### src/design/block_occupancy_detector_assert.svh
// Assertion macros shared by the occupancy detector RTL.
// Each macro expects clk_i and rst_ni to be visible where it is used.
`ifndef BLOCK_OCCUPANCY_DETECTOR_ASSERT_SVH
`define BLOCK_OCCUPANCY_DETECTOR_ASSERT_SVH

// Same-cycle implication.
`define BOD_ASSERT_NOW(lbl, ante, cons, msg) \
  lbl: assert property (@(posedge clk_i) disable iff (!rst_ni) (ante) |-> (cons)) \
    else $error(msg);

// Next-cycle implication.
`define BOD_ASSERT_NEXT(lbl, ante, cons, msg) \
  lbl: assert property (@(posedge clk_i) disable iff (!rst_ni) (ante) |=> (cons)) \
    else $error(msg);

`endif

### src/design/bod_pkg.sv
`timescale 1ns / 1ps
package bod_pkg;

  localparam int unsigned NUM_CH    = 4;
  localparam int unsigned CH_W      = (NUM_CH > 1) ? $clog2(NUM_CH) : 1;
  localparam int unsigned CFG_W     = 32;
  localparam int unsigned CFG_IDX_W = 3;
  localparam int unsigned COUNT_W   = 12;
  localparam int unsigned SMOOTH_W  = 16;
  localparam int unsigned MA_W      = 13;
  localparam logic [MA_W-1:0] MA_MAX = MA_W'(5071);

  typedef enum logic [1:0] {
    OP_CAL,
    OP_POWERED,
    OP_IDLE,
    OP_PULSE
  } op_e;

  typedef enum logic [1:0] {
    ST_UNKNOWN,
    ST_CLEAR,
    ST_OCCUPIED
  } blk_st_e;

  typedef enum logic [CFG_IDX_W-1:0] {
    CFG_OCCUPIED,
    CFG_CLEAR,
    CFG_ON_DELAY,
    CFG_OFF_DELAY,
    CFG_CH_EN,
    CFG_PULSE_EN,
    CFG_PULSE_INT
  } cfg_idx_e;

  // What the last stage still has to do with an item.
  typedef enum logic [1:0] {
    ACT_NONE,
    ACT_PASS,
    ACT_SAMPLE
  } act_e;

  typedef struct packed {
    logic [1:0]         opcode;
    logic [1:0]         channel;
    logic [COUNT_W-1:0] raw_count;
    logic [31:0]        now_ms;
    logic               pulse_allowed;
    logic               driver_faulted;
  } in_item_t;

  typedef struct packed {
    logic [1:0]      result_channel;
    logic [1:0]      block_state;
    logic            state_changed;
    logic [MA_W-1:0] milliamps;
    logic            pulse_request;
    logic            pulse_stopped;
  } out_item_t;

  // One channel's entry in the state memory.
  typedef struct packed {
    logic [COUNT_W-1:0]  baseline;
    logic [SMOOTH_W-1:0] smoothed;
    blk_st_e             cur_st;
    blk_st_e             want_st;
    logic [31:0]         want_since;
    logic [31:0]         last_pulse;
  } entry_t;

  // Item context carried alongside the milliamp conversion.
  typedef struct packed {
    logic [1:0]  chan;
    act_e        act;
    logic        changed;
    logic        request;
    logic        stopped;
    logic [31:0] now;
    entry_t      ent;
  } ctx_t;

endpackage

### src/design/bod_state_mem.sv
`timescale 1ns / 1ps
module bod_state_mem import bod_pkg::*; (
  input  logic            clk_i,
  input  logic            rst_ni,
  input  logic            rd_en_i,
  input  logic [CH_W-1:0] rd_addr_i,
  output entry_t          rd_data_o,
  input  logic            wr_en_i,
  input  logic [CH_W-1:0] wr_addr_i,
  input  entry_t          wr_data_i
);

  entry_t              mem_q [NUM_CH];
  logic [NUM_CH-1:0]   vld_q;
  entry_t              rd_q;
  logic                rd_vld_q;

  always_ff @(posedge clk_i) begin
    if (wr_en_i) begin
      mem_q[wr_addr_i] <= wr_data_i;
    end
    if (rd_en_i) begin
      rd_q <= mem_q[rd_addr_i];
    end
  end

  // An entry never written since reset reads as the reset state.
  always_ff @(posedge clk_i or negedge rst_ni) begin
    if (!rst_ni) begin
      vld_q    <= '0;
      rd_vld_q <= 1'b0;
    end else begin
      if (wr_en_i) begin
        vld_q[wr_addr_i] <= 1'b1;
      end
      if (rd_en_i) begin
        rd_vld_q <= vld_q[rd_addr_i];
      end
    end
  end

  assign rd_data_o = rd_vld_q ? rd_q : entry_t'('0);

endmodule

### src/design/bod_ma_conv.sv
`timescale 1ns / 1ps
module bod_ma_conv import bod_pkg::*; (
  input  logic               clk_i,
  input  logic               rst_ni,
  input  logic               in_valid_i,
  output logic               in_ready_o,
  input  logic [COUNT_W-1:0] in_counts_i,
  input  ctx_t               in_ctx_i,
  output logic               out_valid_o,
  input  logic               out_ready_i,
  output logic [MA_W-1:0]    out_ma_o,
  output ctx_t               out_ctx_o
);

  // mA = floor(floor(counts * 220000 / 273) * 20 / 13013), each division done
  // as a multiply by a truncated reciprocal followed by a one-step correction.
  localparam int unsigned NSTG   = 5;
  localparam int unsigned X_W    = 30;
  localparam int unsigned Q1_W   = 22;
  localparam int unsigned Y_W    = 26;
  localparam int unsigned SH1    = 39;
  localparam int unsigned SH2    = 40;
  localparam int unsigned RCP1_W = 31;
  localparam int unsigned RCP2_W = 27;
  localparam int unsigned P1_W   = X_W + RCP1_W;
  localparam int unsigned P2_W   = Y_W + RCP2_W;
  localparam longint unsigned UV_MUL = 220000;
  localparam longint unsigned UV_DIV = 273;
  localparam longint unsigned MA_MUL = 20;
  localparam longint unsigned MA_DIV = 13013;
  localparam longint unsigned RCP1   = (64'd1 << SH1) / UV_DIV;
  localparam longint unsigned RCP2   = (64'd1 << SH2) / MA_DIV;

  logic [NSTG-1:0] v_q;
  logic [NSTG-1:0] rdy;
  ctx_t            ctx_q [NSTG];

  logic [X_W-1:0]  x0_d, x0_q, x1_q, r1;
  logic [P1_W-1:0] p1;
  logic [Q1_W-1:0] q1_q, uv;
  logic [Y_W-1:0]  y2_d, y2_q, y3_q, r2;
  logic [P2_W-1:0] p2;
  logic [MA_W-1:0] q3_q, ma_d, ma4_q;

  always_comb begin
    rdy[NSTG-1] = !v_q[NSTG-1] || out_ready_i;
    for (int k = NSTG - 2; k >= 0; k--) begin
      rdy[k] = !v_q[k] || rdy[k+1];
    end
  end

  always_comb begin
    x0_d = X_W'(X_W'(in_counts_i) * X_W'(UV_MUL));
    p1   = P1_W'(x0_q) * P1_W'(RCP1);
    r1   = x1_q - X_W'(X_W'(q1_q) * X_W'(UV_DIV));
    uv   = q1_q + Q1_W'(r1 >= X_W'(UV_DIV));
    y2_d = Y_W'(Y_W'(uv) * Y_W'(MA_MUL));
    p2   = P2_W'(y2_q) * P2_W'(RCP2);
    r2   = y3_q - Y_W'(Y_W'(q3_q) * Y_W'(MA_DIV));
    ma_d = q3_q + MA_W'(r2 >= Y_W'(MA_DIV));
  end

  always_ff @(posedge clk_i or negedge rst_ni) begin
    if (!rst_ni) begin
      v_q <= '0;
    end else begin
      if (rdy[0]) begin
        v_q[0] <= in_valid_i;
      end
      for (int k = 1; k < NSTG; k++) begin
        if (rdy[k]) begin
          v_q[k] <= v_q[k-1];
        end
      end
    end
  end

  always_ff @(posedge clk_i) begin
    if (rdy[0] && in_valid_i) begin
      x0_q     <= x0_d;
      ctx_q[0] <= in_ctx_i;
    end
    if (rdy[1] && v_q[0]) begin
      x1_q     <= x0_q;
      q1_q     <= p1[SH1 +: Q1_W];
      ctx_q[1] <= ctx_q[0];
    end
    if (rdy[2] && v_q[1]) begin
      y2_q     <= y2_d;
      ctx_q[2] <= ctx_q[1];
    end
    if (rdy[3] && v_q[2]) begin
      y3_q     <= y2_q;
      q3_q     <= p2[SH2 +: MA_W];
      ctx_q[3] <= ctx_q[2];
    end
    if (rdy[4] && v_q[3]) begin
      ma4_q    <= ma_d;
      ctx_q[4] <= ctx_q[3];
    end
  end

  assign in_ready_o  = rdy[0];
  assign out_valid_o = v_q[NSTG-1];
  assign out_ma_o    = ma4_q;
  assign out_ctx_o   = ctx_q[NSTG-1];

endmodule

### src/design/block_occupancy_detector.sv
// Per-channel occupancy detector with hysteresis and debounce.
// Requests enter on in_valid_i/in_ready_o with an in_item_t payload; one result
// per request leaves on out_valid_o/out_ready_i as an out_item_t.
// Thresholds, delays, enables and the pulse interval are written through
// cfg_we_i/cfg_idx_i/cfg_wdata_i while no request is in flight.
// Path: a request passes through the state read, five conversion stages and
// the output register before its result is valid.
// Throughput: requests to different channels are taken on consecutive cycles
// while the receiver does not stall. Per-channel state sits in a memory with
// a registered read, so a request for a channel whose earlier request is
// still in flight waits until that state is written back.
// Reset: registers take their reset values, every channel is unknown with zero
// baseline, smoothing, timestamps and fault latch. Reset takes effect at once;
// there is no clearing pass.
// When the receiver stalls, the finished result waits in the output register
// and later requests wait in the conversion stages; in_ready_o drops once the
// stages are full or the next request's channel still has a request in flight.
`timescale 1ns / 1ps
module block_occupancy_detector import bod_pkg::*; (
  input  logic                 clk_i,
  input  logic                 rst_ni,
  input  logic                 in_valid_i,
  output logic                 in_ready_o,
  input  in_item_t             in_data_i,
  output logic                 out_valid_o,
  input  logic                 out_ready_i,
  output out_item_t            out_data_o,
  input  logic                 cfg_we_i,
  input  logic [CFG_IDX_W-1:0] cfg_idx_i,
  input  logic [CFG_W-1:0]     cfg_wdata_i
);

  // Configuration registers.
  logic [15:0]       occ_q, clr_q, pint_q;
  logic [31:0]       on_q, off_q;
  logic [NUM_CH-1:0] chen_q, pen_q;

  logic [NUM_CH-1:0] fault_q;
  logic [NUM_CH-1:0] pend_q, pend_d;

  // Input side.
  logic            in_range, in_busy, in_fire;
  logic [CH_W-1:0] in_chx;

  // Read stage.
  logic            s1_v_q;
  in_item_t        s1_in_q;
  logic            s1_ready, s1_fire, s1_range;
  logic [CH_W-1:0] s1_chx;
  entry_t          rd_ent;
  ctx_t            s1_ctx;
  logic            fault_nxt, go_unk, smp, w8;
  logic [COUNT_W-1:0]  sub;
  logic [SMOOTH_W-1:0] sm_w4, sm_w8;

  // Conversion pipeline.
  logic            conv_in_ready, conv_out_valid, conv_out_ready;
  logic [MA_W-1:0] conv_ma;
  ctx_t            conv_ctx;

  // Final stage.
  logic            fin_fire;
  entry_t          fin_ent;
  logic            fin_changed;
  logic [15:0]     clr_eff, ma16;
  blk_st_e         want;
  logic [31:0]     elapsed, need;
  out_item_t       out_d, out_q;
  logic            out_v_q;
  logic            mem_wr_en;
  logic [CH_W-1:0] mem_wr_addr;

  always_ff @(posedge clk_i or negedge rst_ni) begin
    if (!rst_ni) begin
      occ_q  <= 16'd5;
      clr_q  <= 16'd3;
      on_q   <= 32'd20;
      off_q  <= 32'd1000;
      chen_q <= '1;
      pen_q  <= '1;
      pint_q <= 16'd300;
    end else if (cfg_we_i) begin
      case (cfg_idx_e'(cfg_idx_i))
        CFG_OCCUPIED:  occ_q  <= cfg_wdata_i[15:0];
        CFG_CLEAR:     clr_q  <= cfg_wdata_i[15:0];
        CFG_ON_DELAY:  on_q   <= cfg_wdata_i;
        CFG_OFF_DELAY: off_q  <= cfg_wdata_i;
        CFG_CH_EN:     chen_q <= cfg_wdata_i[NUM_CH-1:0];
        CFG_PULSE_EN:  pen_q  <= cfg_wdata_i[NUM_CH-1:0];
        CFG_PULSE_INT: pint_q <= cfg_wdata_i[15:0];
        default: ;
      endcase
    end
  end

  // A channel with a request in flight blocks further requests to it until
  // its entry has been written back.
  assign in_chx     = in_data_i.channel[CH_W-1:0];
  assign in_range   = 32'(in_data_i.channel) < NUM_CH;
  assign in_busy    = in_range && pend_q[in_chx];
  assign s1_ready   = !s1_v_q || conv_in_ready;
  assign in_ready_o = s1_ready && !in_busy;
  assign in_fire    = in_valid_i && in_ready_o;

  always_ff @(posedge clk_i or negedge rst_ni) begin
    if (!rst_ni) begin
      s1_v_q <= 1'b0;
    end else if (s1_ready) begin
      s1_v_q <= in_fire;
    end
  end

  always_ff @(posedge clk_i) begin
    if (in_fire) begin
      s1_in_q <= in_data_i;
    end
  end

  bod_state_mem u_mem (
    .clk_i     (clk_i),
    .rst_ni    (rst_ni),
    .rd_en_i   (in_fire && in_range),
    .rd_addr_i (in_chx),
    .rd_data_o (rd_ent),
    .wr_en_i   (mem_wr_en),
    .wr_addr_i (mem_wr_addr),
    .wr_data_i (fin_ent)
  );

  assign s1_chx   = s1_in_q.channel[CH_W-1:0];
  assign s1_range = 32'(s1_in_q.channel) < NUM_CH;
  assign s1_fire  = s1_v_q && conv_in_ready;

  always_comb begin
    sub   = (s1_in_q.raw_count > rd_ent.baseline) ?
            s1_in_q.raw_count - rd_ent.baseline : '0;
    sm_w4 = SMOOTH_W'(((18'(rd_ent.smoothed) * 18'd3) >> 2) + (18'(sub) << 2));
    sm_w8 = SMOOTH_W'((18'(rd_ent.smoothed) >> 1) + (18'(sub) << 3));

    s1_ctx         = '0;
    s1_ctx.chan    = s1_in_q.channel;
    s1_ctx.act     = ACT_PASS;
    s1_ctx.now     = s1_in_q.now_ms;
    s1_ctx.ent     = rd_ent;
    fault_nxt      = fault_q[s1_chx];
    go_unk         = 1'b0;
    smp            = 1'b0;
    w8             = 1'b0;

    if (!s1_range) begin
      s1_ctx.act = ACT_NONE;
    end else begin
      case (op_e'(s1_in_q.opcode))
        OP_CAL: begin
          s1_ctx.ent.baseline = s1_in_q.raw_count;
          s1_ctx.ent.smoothed = '0;
        end
        OP_POWERED: begin
          if (!chen_q[s1_chx]) begin
            go_unk = 1'b1;
          end else begin
            fault_nxt = 1'b0;
            smp       = 1'b1;
          end
        end
        OP_IDLE: begin
          if (!chen_q[s1_chx] || !pen_q[s1_chx] || fault_q[s1_chx] ||
              !s1_in_q.pulse_allowed) begin
            go_unk = 1'b1;
          end else if ((s1_in_q.now_ms - rd_ent.last_pulse) >= 32'(pint_q)) begin
            s1_ctx.ent.last_pulse = s1_in_q.now_ms;
            s1_ctx.request        = 1'b1;
          end
        end
        OP_PULSE: begin
          if (!chen_q[s1_chx] || !pen_q[s1_chx] || fault_q[s1_chx]) begin
            go_unk = 1'b1;
          end else if (s1_in_q.driver_faulted) begin
            fault_nxt = 1'b1;
            go_unk    = 1'b1;
          end else begin
            smp = 1'b1;
            w8  = 1'b1;
          end
        end
        default: ;
      endcase
    end

    if (go_unk) begin
      s1_ctx.ent.smoothed = '0;
      if (rd_ent.cur_st != ST_UNKNOWN) begin
        s1_ctx.ent.cur_st  = ST_UNKNOWN;
        s1_ctx.ent.want_st = ST_UNKNOWN;
        s1_ctx.changed     = 1'b1;
      end
    end
    if (smp) begin
      s1_ctx.ent.smoothed = w8 ? sm_w8 : sm_w4;
      s1_ctx.act          = ACT_SAMPLE;
    end
    s1_ctx.stopped = fault_nxt;
  end

  always_ff @(posedge clk_i or negedge rst_ni) begin
    if (!rst_ni) begin
      fault_q <= '0;
    end else if (cfg_we_i && (cfg_idx_e'(cfg_idx_i) == CFG_PULSE_EN ||
                              cfg_idx_e'(cfg_idx_i) == CFG_PULSE_INT)) begin
      fault_q <= '0;
    end else if (s1_fire && s1_range) begin
      fault_q[s1_chx] <= fault_nxt;
    end
  end

  bod_ma_conv u_conv (
    .clk_i       (clk_i),
    .rst_ni      (rst_ni),
    .in_valid_i  (s1_v_q),
    .in_ready_o  (conv_in_ready),
    .in_counts_i (s1_ctx.ent.smoothed[SMOOTH_W-1 -: COUNT_W]),
    .in_ctx_i    (s1_ctx),
    .out_valid_o (conv_out_valid),
    .out_ready_i (conv_out_ready),
    .out_ma_o    (conv_ma),
    .out_ctx_o   (conv_ctx)
  );

  assign conv_out_ready = !out_v_q || out_ready_i;
  assign fin_fire       = conv_out_valid && conv_out_ready;

  // Thresholds with hysteresis, then the on/off debounce.
  always_comb begin
    fin_ent     = conv_ctx.ent;
    fin_changed = conv_ctx.changed;
    ma16        = 16'(conv_ma);
    clr_eff     = clr_q;
    if (clr_q >= occ_q) begin
      clr_eff = (occ_q > 16'd1) ? occ_q - 16'd1 : '0;
    end
    want = conv_ctx.ent.cur_st;
    if (ma16 >= occ_q) begin
      want = ST_OCCUPIED;
    end else if (ma16 < clr_eff) begin
      want = ST_CLEAR;
    end else if (conv_ctx.ent.cur_st == ST_UNKNOWN) begin
      want = ST_CLEAR;
    end
    need    = (want == ST_OCCUPIED) ? on_q : off_q;
    elapsed = conv_ctx.now - conv_ctx.ent.want_since;
    if (want != conv_ctx.ent.want_st) begin
      elapsed = '0;
    end

    if (conv_ctx.act == ACT_SAMPLE) begin
      if (want != conv_ctx.ent.cur_st) begin
        if (want != conv_ctx.ent.want_st) begin
          fin_ent.want_st    = want;
          fin_ent.want_since = conv_ctx.now;
        end
        if (elapsed >= need) begin
          fin_ent.cur_st = want;
          fin_changed    = 1'b1;
        end
      end else begin
        fin_ent.want_st    = want;
        fin_ent.want_since = conv_ctx.now;
      end
    end

    out_d                = '0;
    out_d.result_channel = conv_ctx.chan;
    if (conv_ctx.act != ACT_NONE) begin
      out_d.block_state   = fin_ent.cur_st;
      out_d.state_changed = fin_changed;
      out_d.milliamps     = conv_ma;
      out_d.pulse_request = conv_ctx.request;
      out_d.pulse_stopped = conv_ctx.stopped;
    end
  end

  assign mem_wr_en   = fin_fire && conv_ctx.act != ACT_NONE;
  assign mem_wr_addr = conv_ctx.chan[CH_W-1:0];

  always_comb begin
    pend_d = pend_q;
    if (mem_wr_en) begin
      pend_d[mem_wr_addr] = 1'b0;
    end
    if (in_fire && in_range) begin
      pend_d[in_chx] = 1'b1;
    end
  end

  always_ff @(posedge clk_i or negedge rst_ni) begin
    if (!rst_ni) begin
      pend_q  <= '0;
      out_v_q <= 1'b0;
    end else begin
      pend_q <= pend_d;
      if (conv_out_ready) begin
        out_v_q <= conv_out_valid;
      end
    end
  end

  always_ff @(posedge clk_i) begin
    if (fin_fire) begin
      out_q <= out_d;
    end
  end

  assign out_valid_o = out_v_q;
  assign out_data_o  = out_q;

  `include "block_occupancy_detector_assert.svh"

  `BOD_ASSERT_NOW(a_wr_pending, mem_wr_en, pend_q[mem_wr_addr], "write-back to an idle channel")
  `BOD_ASSERT_NEXT(a_pend_set, in_fire && in_range, pend_q[$past(in_chx)], "busy bit not set")
  `BOD_ASSERT_NOW(a_req_no_change, out_v_q && out_q.pulse_request, !out_q.state_changed, "request and change")
  `BOD_ASSERT_NOW(a_ma_range, out_v_q, out_q.milliamps <= MA_MAX, "milliamps out of range")

endmodule
### config.mk
export PLATFORM = sky130hd
export DESIGN_NAME = block_occupancy_detector
export DESIGN_NICKNAME = d
export VERILOG_FILES = /design/src/design/bod_pkg.sv /design/src/design/bod_state_mem.sv /design/src/design/bod_ma_conv.sv /design/src/design/block_occupancy_detector.sv
export VERILOG_INCLUDE_DIRS = /design/src /design/src/design
export SDC_FILE = /design/constraint.sdc
export NUM_CORES = 2
export LEC_CHECK = 0
export BUFFER_PORTS_ARGS = -buffer_cell sky130_fd_sc_hd__buf_2
export CORE_ASPECT_RATIO = 1.4
export CORE_MARGIN = 3
export CORE_UTILIZATION = 55
export DETAILED_ROUTE_END_ITERATION = 10
export PLACE_DENSITY = 0.71
export SYNTH_ARGS = -nofsm -noshare
export SYNTH_HDL_FRONTEND = slang
export SYNTH_SLANG_ARGS = --single-unit
### constraint.sdc
create_clock -name clk_i -period 14.7 [get_ports clk_i]
set_input_delay 1.47 -clock clk_i [delete_from_list [all_inputs] [get_ports clk_i]]
set_output_delay 1.47 -clock clk_i [all_outputs]
set_load 0.005 [all_outputs]
Word-level counts from Yosys, hierarchy flattened
Memories as Yosys holds them, arrays and structs flattened. A register that Yosys moved wholly into a read port is not among the register bits.
Cells that the tools add are included.
{"block": "op_classes", "reduce_logical": 48, "order_cmp": 15, "muxes": 78, "multipliers": 7, "add_sub_neg": 10, "n_bitwise": 4, "n_eq_ne": 13}
{"operator": "$mux 32", "n": 5}
{"operator": "$mux 96", "n": 1}
{"operator": "$mux 34", "n": 2}
{"operator": "$mux 16", "n": 4}
{"operator": "$sub 32x32->32", "n": 2}
{"operator": "$mul 25x28->53 const B", "n": 1}
{"operator": "$mul 24x25->49 const B", "n": 1}
{"operator": "$mux 1", "n": 39}
{"operator": "$mux 36", "n": 1}
{"operator": "$ge 32x16->1", "n": 1}
{"operator": "$ge 32x32->1", "n": 1}
{"operator": "$ge 30x9->1 const B", "n": 1}
{"operator": "$mul 22x9->30 const B", "n": 1}
{"operator": "$sub 30x30->30", "n": 1}
{"operator": "$mux 28", "n": 1}
{"operator": "$ge 26x14->1 const B", "n": 1}
{"operator": "$mul 13x14->26 const B", "n": 1}
{"operator": "$sub 26x26->26", "n": 1}
{"operator": "$mul 12x13->25 const B", "n": 1}
{"operator": "$mul 22x3->24 const B", "n": 1}
{"operator": "$add 22x1->22", "n": 1}
{"operator": "$mux 20", "n": 1}
{"operator": "$mux 4", "n": 5}
{"operator": "$mul 16x2->18 const B", "n": 1}
{"operator": "other kinds (35)", "n": 100}
{"block": "word_totals", "output_inout_bits": 22, "inputBits": 90, "mem_count": 2, "ff_bits": 356, "mem_bits_rw": 1059, "elab_cells": 214}
{"name": "u_conv.ctx_q", "depth": 5, "word_bits": 135, "read_ports": 5, "rd_ports_with_merged_regs": 0, "wr": 5, "line": "bod_ma_conv.sv:36", "text": "ctx_t ctx_q [NSTG];"}
{"name": "u_mem.mem_q", "depth": 4, "word_bits": 96, "read_ports": 1, "rd_ports_with_merged_regs": 1, "wr": 1, "line": "bod_state_mem.sv:13", "text": "entry_t mem_q [NUM_CH];"}

Depth between registers and ports, before layout
{"block": "logic_depth", "depth_word": 12, "mapped_depth": 41}

Cells and area by module
A second synthesis with hierarchy kept.
{"block": "hier_totals", "cells_unflattened": 6232, "hier_area_um2": 86345.3}
{"module": "bod_ma_conv", "n_inst": 1, "cells_per_inst": 3722, "area_each_um2": 51431.8, "seq_area_each_um2": 24778.8}
{"module": "bod_state_mem", "n_inst": 1, "cells_per_inst": 724, "area_each_um2": 17576.9, "seq_area_each_um2": 14538.9}
{"module": "block_occupancy_detector", "n_inst": 1, "cells_per_inst": 1786, "area_each_um2": 17336.6, "seq_area_each_um2": 5385.2}

Worst setup path after synthesis
Ideal clock, no wire load.
{"block": "synth_path", "path_type": "input-to-reg", "startpoint": "in out_ready_i", "endpoint": "reg pend_q[0]", "t_arrival_ps": 11329, "setup_slack_ps": 2816, "required_ps": 14145, "setup_ps": 555, "stages": 4, "path_cell_list": "nand2b_1 > nand2_1 > nor4_1 > o22ai_1"}
{"block": "synth_via", "elab_chain_cells": 10}
{"element": "start, declared", "line": "block_occupancy_detector.sv:26", "text": "input logic out_ready_i,"}
{"element": "$logic_or 1x1->1 *", "line": "block_occupancy_detector.sv:229", "text": "assign conv_out_ready = !out_v_q || out_ready_i;"}
{"element": "$logic_or 1x1->1", "line": "bod_ma_conv.sv:46", "text": "rdy[NSTG-1] = !v_q[NSTG-1] || out_ready_i;"}
{"element": "$logic_or 1x1->1 (4 in series)", "line": "bod_ma_conv.sv:48", "text": "rdy[k] = !v_q[k] || rdy[k+1];"}
{"element": "$logic_or 1x1->1", "line": "block_occupancy_detector.sv:101", "text": "assign s1_ready = !s1_v_q || conv_in_ready;"}
{"element": "$logic_and 1x1->1", "line": "block_occupancy_detector.sv:102", "text": "assign in_ready_o = s1_ready && !in_busy;"}
{"element": "$logic_and 1x1->1", "line": "block_occupancy_detector.sv:103", "text": "assign in_fire = in_valid_i && in_ready_o;"}
{"element": "$mux 4 *", "line": "block_occupancy_detector.sv:290", "text": "if (in_fire && in_range) begin"}
{"element": "via pend_d[0]", "line": "block_occupancy_detector.sv:39", "text": "logic [NUM_CH-1:0] pend_q, pend_d;"}
{"element": "end signal, assigned", "line": "block_occupancy_detector.sv:300", "text": "pend_q <= pend_d;"}
{"element": "end, declared", "line": "block_occupancy_detector.sv:39"}
Mark *: on every way through the listed nets, which the timed path passes. The rest lies on a longest branch.
A chain may end at the register's enable or synchronous reset.

==> results.py <==
metrics = {
    "outcome": {
        "status": "completed",
    },
    "cts": {
        "cts_inserted_buffers": 146,
        "cts-root-buf": "clkbuf_16",
        "cts_htree_levels": 4,
        "clock_path_buffers": 3,
        "cts_setup_buffers": 0,
        "worstSkewPairLatency_ns": 0.78,
        "clock_sinks": 1509,
        "tritoncts_clock_tree": "built",
        "clkTransAtPathRegs_ns": 0.06,
        "cts_repair_resize_count": 0,
        "cts_hold_repair.buffers": 0,
    },
    "detailed_routing": {
        "drt_wl_total_mm": 183,
        "ant_nets": 0,
        "wl_per_cell_um": 21.3,
        "drt_first_pass_iters": 5,
        "drc_errors": 0,
        "vias": 48600,
        "post_drt_via_cell_ratio": 5.65,
        "detail_route.iter0.violations": 3171,
    },
    "logic_synthesis": {
        "synth-async-reset-ratio_pct": 9.28,
        "yosys.area_share.simple_pct": 5.66,
        "main_area_contributors_after_synthesis": "edfxtp_1 (48%), ha_1 (14%), fa_1 (9.0%)",
        "number_of_synthesized_flops_with_an_enable_pin": 1369,
        "synth.cell_area_mm2": 0.0850,
        "share_of_the_synthesized_area_in_compound_gates_ao_oa_aoi_oai_pct": 6.41,
        "synth_top_family_by_area": "adder cells",
        "synth-xor-area-share_pct": 2.31,
        "synth.yosys.seq_area_share_pct": 52.5,
        "postSynthCellCount": 6197,
        "ys_seq_elements": 1509,
        "ys_types": 87,
        "synthDominantAreaCellType": "edfxtp_1",
        "postSynth.topFlopCell": "edfxtp_1",
        "synthAdderAreaFrac_pct": 23.0,
        "yosys.area.top_type_share_pct": 48.4,
        "synth_area_per_cell_um2": 13.7,
        "synth_fp_nets": 7621,
        "synth-warning-count": 0,
        "yosys-mux-area-fraction_pct": 5.56,
    },
    "layout": {
        "layout.filler_cells": 11800,
        "final_layout_size_suffix_gt1_share_pct": 10.7,
        "nets": 7832,
        "area_delta_synth_final_pct": 9.49,
    },
    "placement": {
        "gp_routability_congestion": 0.912,
        "dp_worst_setup_slack_ns": 4.22,
        "place.detailed.hpwl_mm": 133,
        "port_buffers": 111,
    },
    "sta": {
        "timing.slew.headroom_pct": 8.95,
        "timing.final.setup_violations": 0,
        "rsz0062_at_grt": "no",
        "achievable-frequency_ghz": 0.0951,
        "final_max_slew_viol_count": 0,
        "finalWorstSetupSlack_ns": 4.18,
        "post-route-min-period_ns": 10.52,
        "finalCritPeriodShare_pct": 71.5,
        "timing.clock.skew_ns": 0.0441,
        "hold_viol_final": 0,
        "tightest_slew_ns": 1.36,
        "setup_total_negative_slack_ns": 0,
    },
    "setup_path": {
        "cp.required_ns": 15.20,
        "critical-path-slowest-cell": "dfrtp_4",
        "criticalPathCategory": "reg -> reg",
        "crit_path_most_repeated_cell": "fa_1",
        "startpoint_of_the_lowest_slack_register_to_register_path": "u_mem.rd_vld_q$_DFFE_PN0P_",
        "timing.reg2reg.worst_path_depth": 33,
        "timing.critical_path.slowest_cell_delay_ns": 0.67,
        "r2r_end": "u_conv.x0_q[28]$_DFFE_PP_",
        "cp-start-kind": "flip-flop",
        "register_to_register_setup_slack_ns": 4.18,
        "critPathMaxFanout": 41,
        "critical_path.endpoint_type": "flip-flop",
        "critPathArrivalTime_ns": 11.01,
    },
    "min_path": {
        "holdCritPathClass": "reg -> reg",
        "hp-start": "u_conv.ctx_q[0][519]$_DFFE_PP_",
        "min_delay_path_depth": 0,
        "hold_path_end": "u_conv.ctx_q[0][654]$_DFFE_PP_",
    },
    "job": {
        "drv_cap": 0,
    },
    "global_route": {
        "grt_util_all_layers_pct": 23.3,
        "global_route.overflow_total": 0,
        "grt_pass1_vias": 51000,
        "grt_max_degree": 81,
        "grt_antenna_before_repair": 3,
        "global_route_wire_length_before_repair_mm": 286,
    },
    "floorplan": {
        "pin_count": 112,
        "core_area_mm2": 0.153,
        "die_width_um": 338,
        "row_count": 170,
        "dieHeight_um": 471,
        "initial_utilization_pct": 55.4,
        "fp.dieArea_mm2": 0.159,
    },
}
==> kinds of logic (layout without fill, tap and decap cells) <==
family / count (synthesis) / count (layout)
flops: 1509 / 1509
other cells: 0 / 2
compound gates: 824 / 824
simple gates: 972 / 972
buf+inv: 1004 / 1335
fa+ha+maj: 1337 / 1337
mux: 327 / 327
xor+xnor: 224 / 224
==> placed cells by master, fill, tap and decap left out, types with 45 or more instances in the layout <==
| cell type | n |
|---|---|
| clkbuf_16 | 150 |
| a21oi_1 | 215 |
| inv_1 | 909 |
| buf_4 | 45 |
| xor2_1 | 64 |
| mux2i_1 | 81 |
| and2_1 | 64 |
| nor3_1 | 93 |
| nor2b_1 | 47 |
| xnor2_1 | 160 |
| edfxtp_1 | 1369 |
| nand3_1 | 76 |
| ha_1 | 954 |
| a211oi_1 | 48 |
| nand2b_1 | 52 |
| o21ai_0 | 154 |
| mux4_2 | 101 |
| nand2_1 | 250 |
| a21o_1 | 101 |
| nor2_1 | 209 |
| buf_2 | 108 |
| dfrtp_1 | 115 |
| fa_1 | 380 |
| mux2_2 | 143 |
==> through the flow <==
stage	utilization (%)	instance area [um2]	hold slack, ns	instances
floorplan	-	85000	0.400	6197
global placement	57.5	88200	0.400	8324
detailed placement	57.5	88200	0.405	8324
CTS	60.7	93000	0.390	8592
global route	60.7	93000	0.395	8593
finish	60.7	93000	0.398	8594
==> final cells by class <==
type                       count  area (um2)  area share [%]
antenna                        2        5.00         0.00538
clock buffer                 174        3860            4.15
timing repair buffer         155         903           0.971
clock inverter                94         987            1.06
tap                         2064        2580            2.78
sequential                  1509       44600            48.0
inverter                     912        3430            3.69
multi-input combinational   3684       36600            39.3
==> synth_stat cells (76+ instances only) <==
library cell and number:
mux2i_1 81, fa_1 380, o21ai_0 155, dfrtp_1 116, nor3_1 94, a21oi_1 215, a21o_1 101, edfxtp_1 1369
xnor2_1 160, mux2_2 143, inv_1 912, nand3_1 76, nor2_1 210, nand2_1 250, mux4_2 101, ha_1 954
==> per-layer routing <==
layer	global-route usage (%)	routed length [um]	vias up
met4	9.13	7060	0
met1	29.1	73600	24300
met3	3.41	9090	302
li1	-	-	22700
met5	0	0	-
met2	40.9	93000	1205
==> worst max-delay path, delay by kind of cell, from the launching register on <==
kind / cells / cell delay, ns
xor gates and xnor gates: 1 / 0.07
and+or+nand+nor: 9 / 2.14
AOI/OAI and AO/OA: 11 / 2.95
adders and majority gates: 9 / 3.89
buffers and inverters: 2 / 0.12
DFF: 1 / 0.67
muxes: 1 / 0.32
==> state kept, by name, indices dropped and copies added (netlist names), 20 cells and up <==
register      cells
on_q             32
u_conv.x1_q      25
out_data_o       20
s1_ctx           32
u_conv.y3_q      24
u_conv.ctx_q    673
u_conv.y2_q      24
u_conv.q1_q      22
u_mem.mem_q     384
u_mem.rd_q       96
off_q            32
u_conv.x0_q      25
==> worst max-delay path by stage <==
| stage | startpoint | to | cells after the start |
|---|---|---|---|
| final | u_mem.rd_vld_q$_DFFE_PN0P_ | u_conv.x0_q[28]$_DFFE_PP_ | 33 |
| after detailed placement | u_mem.rd_vld_q$_DFFE_PN0P_ | u_conv.x0_q[28]$_DFFE_PP_ | 33 |
| after global placement | u_mem.rd_vld_q$_DFFE_PN0P_ | u_conv.x0_q[28]$_DFFE_PP_ | 32 |
| after global routing | u_mem.rd_vld_q$_DFFE_PN0P_ | u_conv.x0_q[28]$_DFFE_PP_ | 32 |
| after floorplan | out_ready_i | pend_q[0]$_DFF_PN0_ | 4 |
| after CTS | u_mem.rd_vld_q$_DFFE_PN0P_ | u_conv.x0_q[28]$_DFFE_PP_ | 33 |
Power is not shown: default switching activity piles up to over one toggle a cycle in this logic, so the estimate is an artifact.
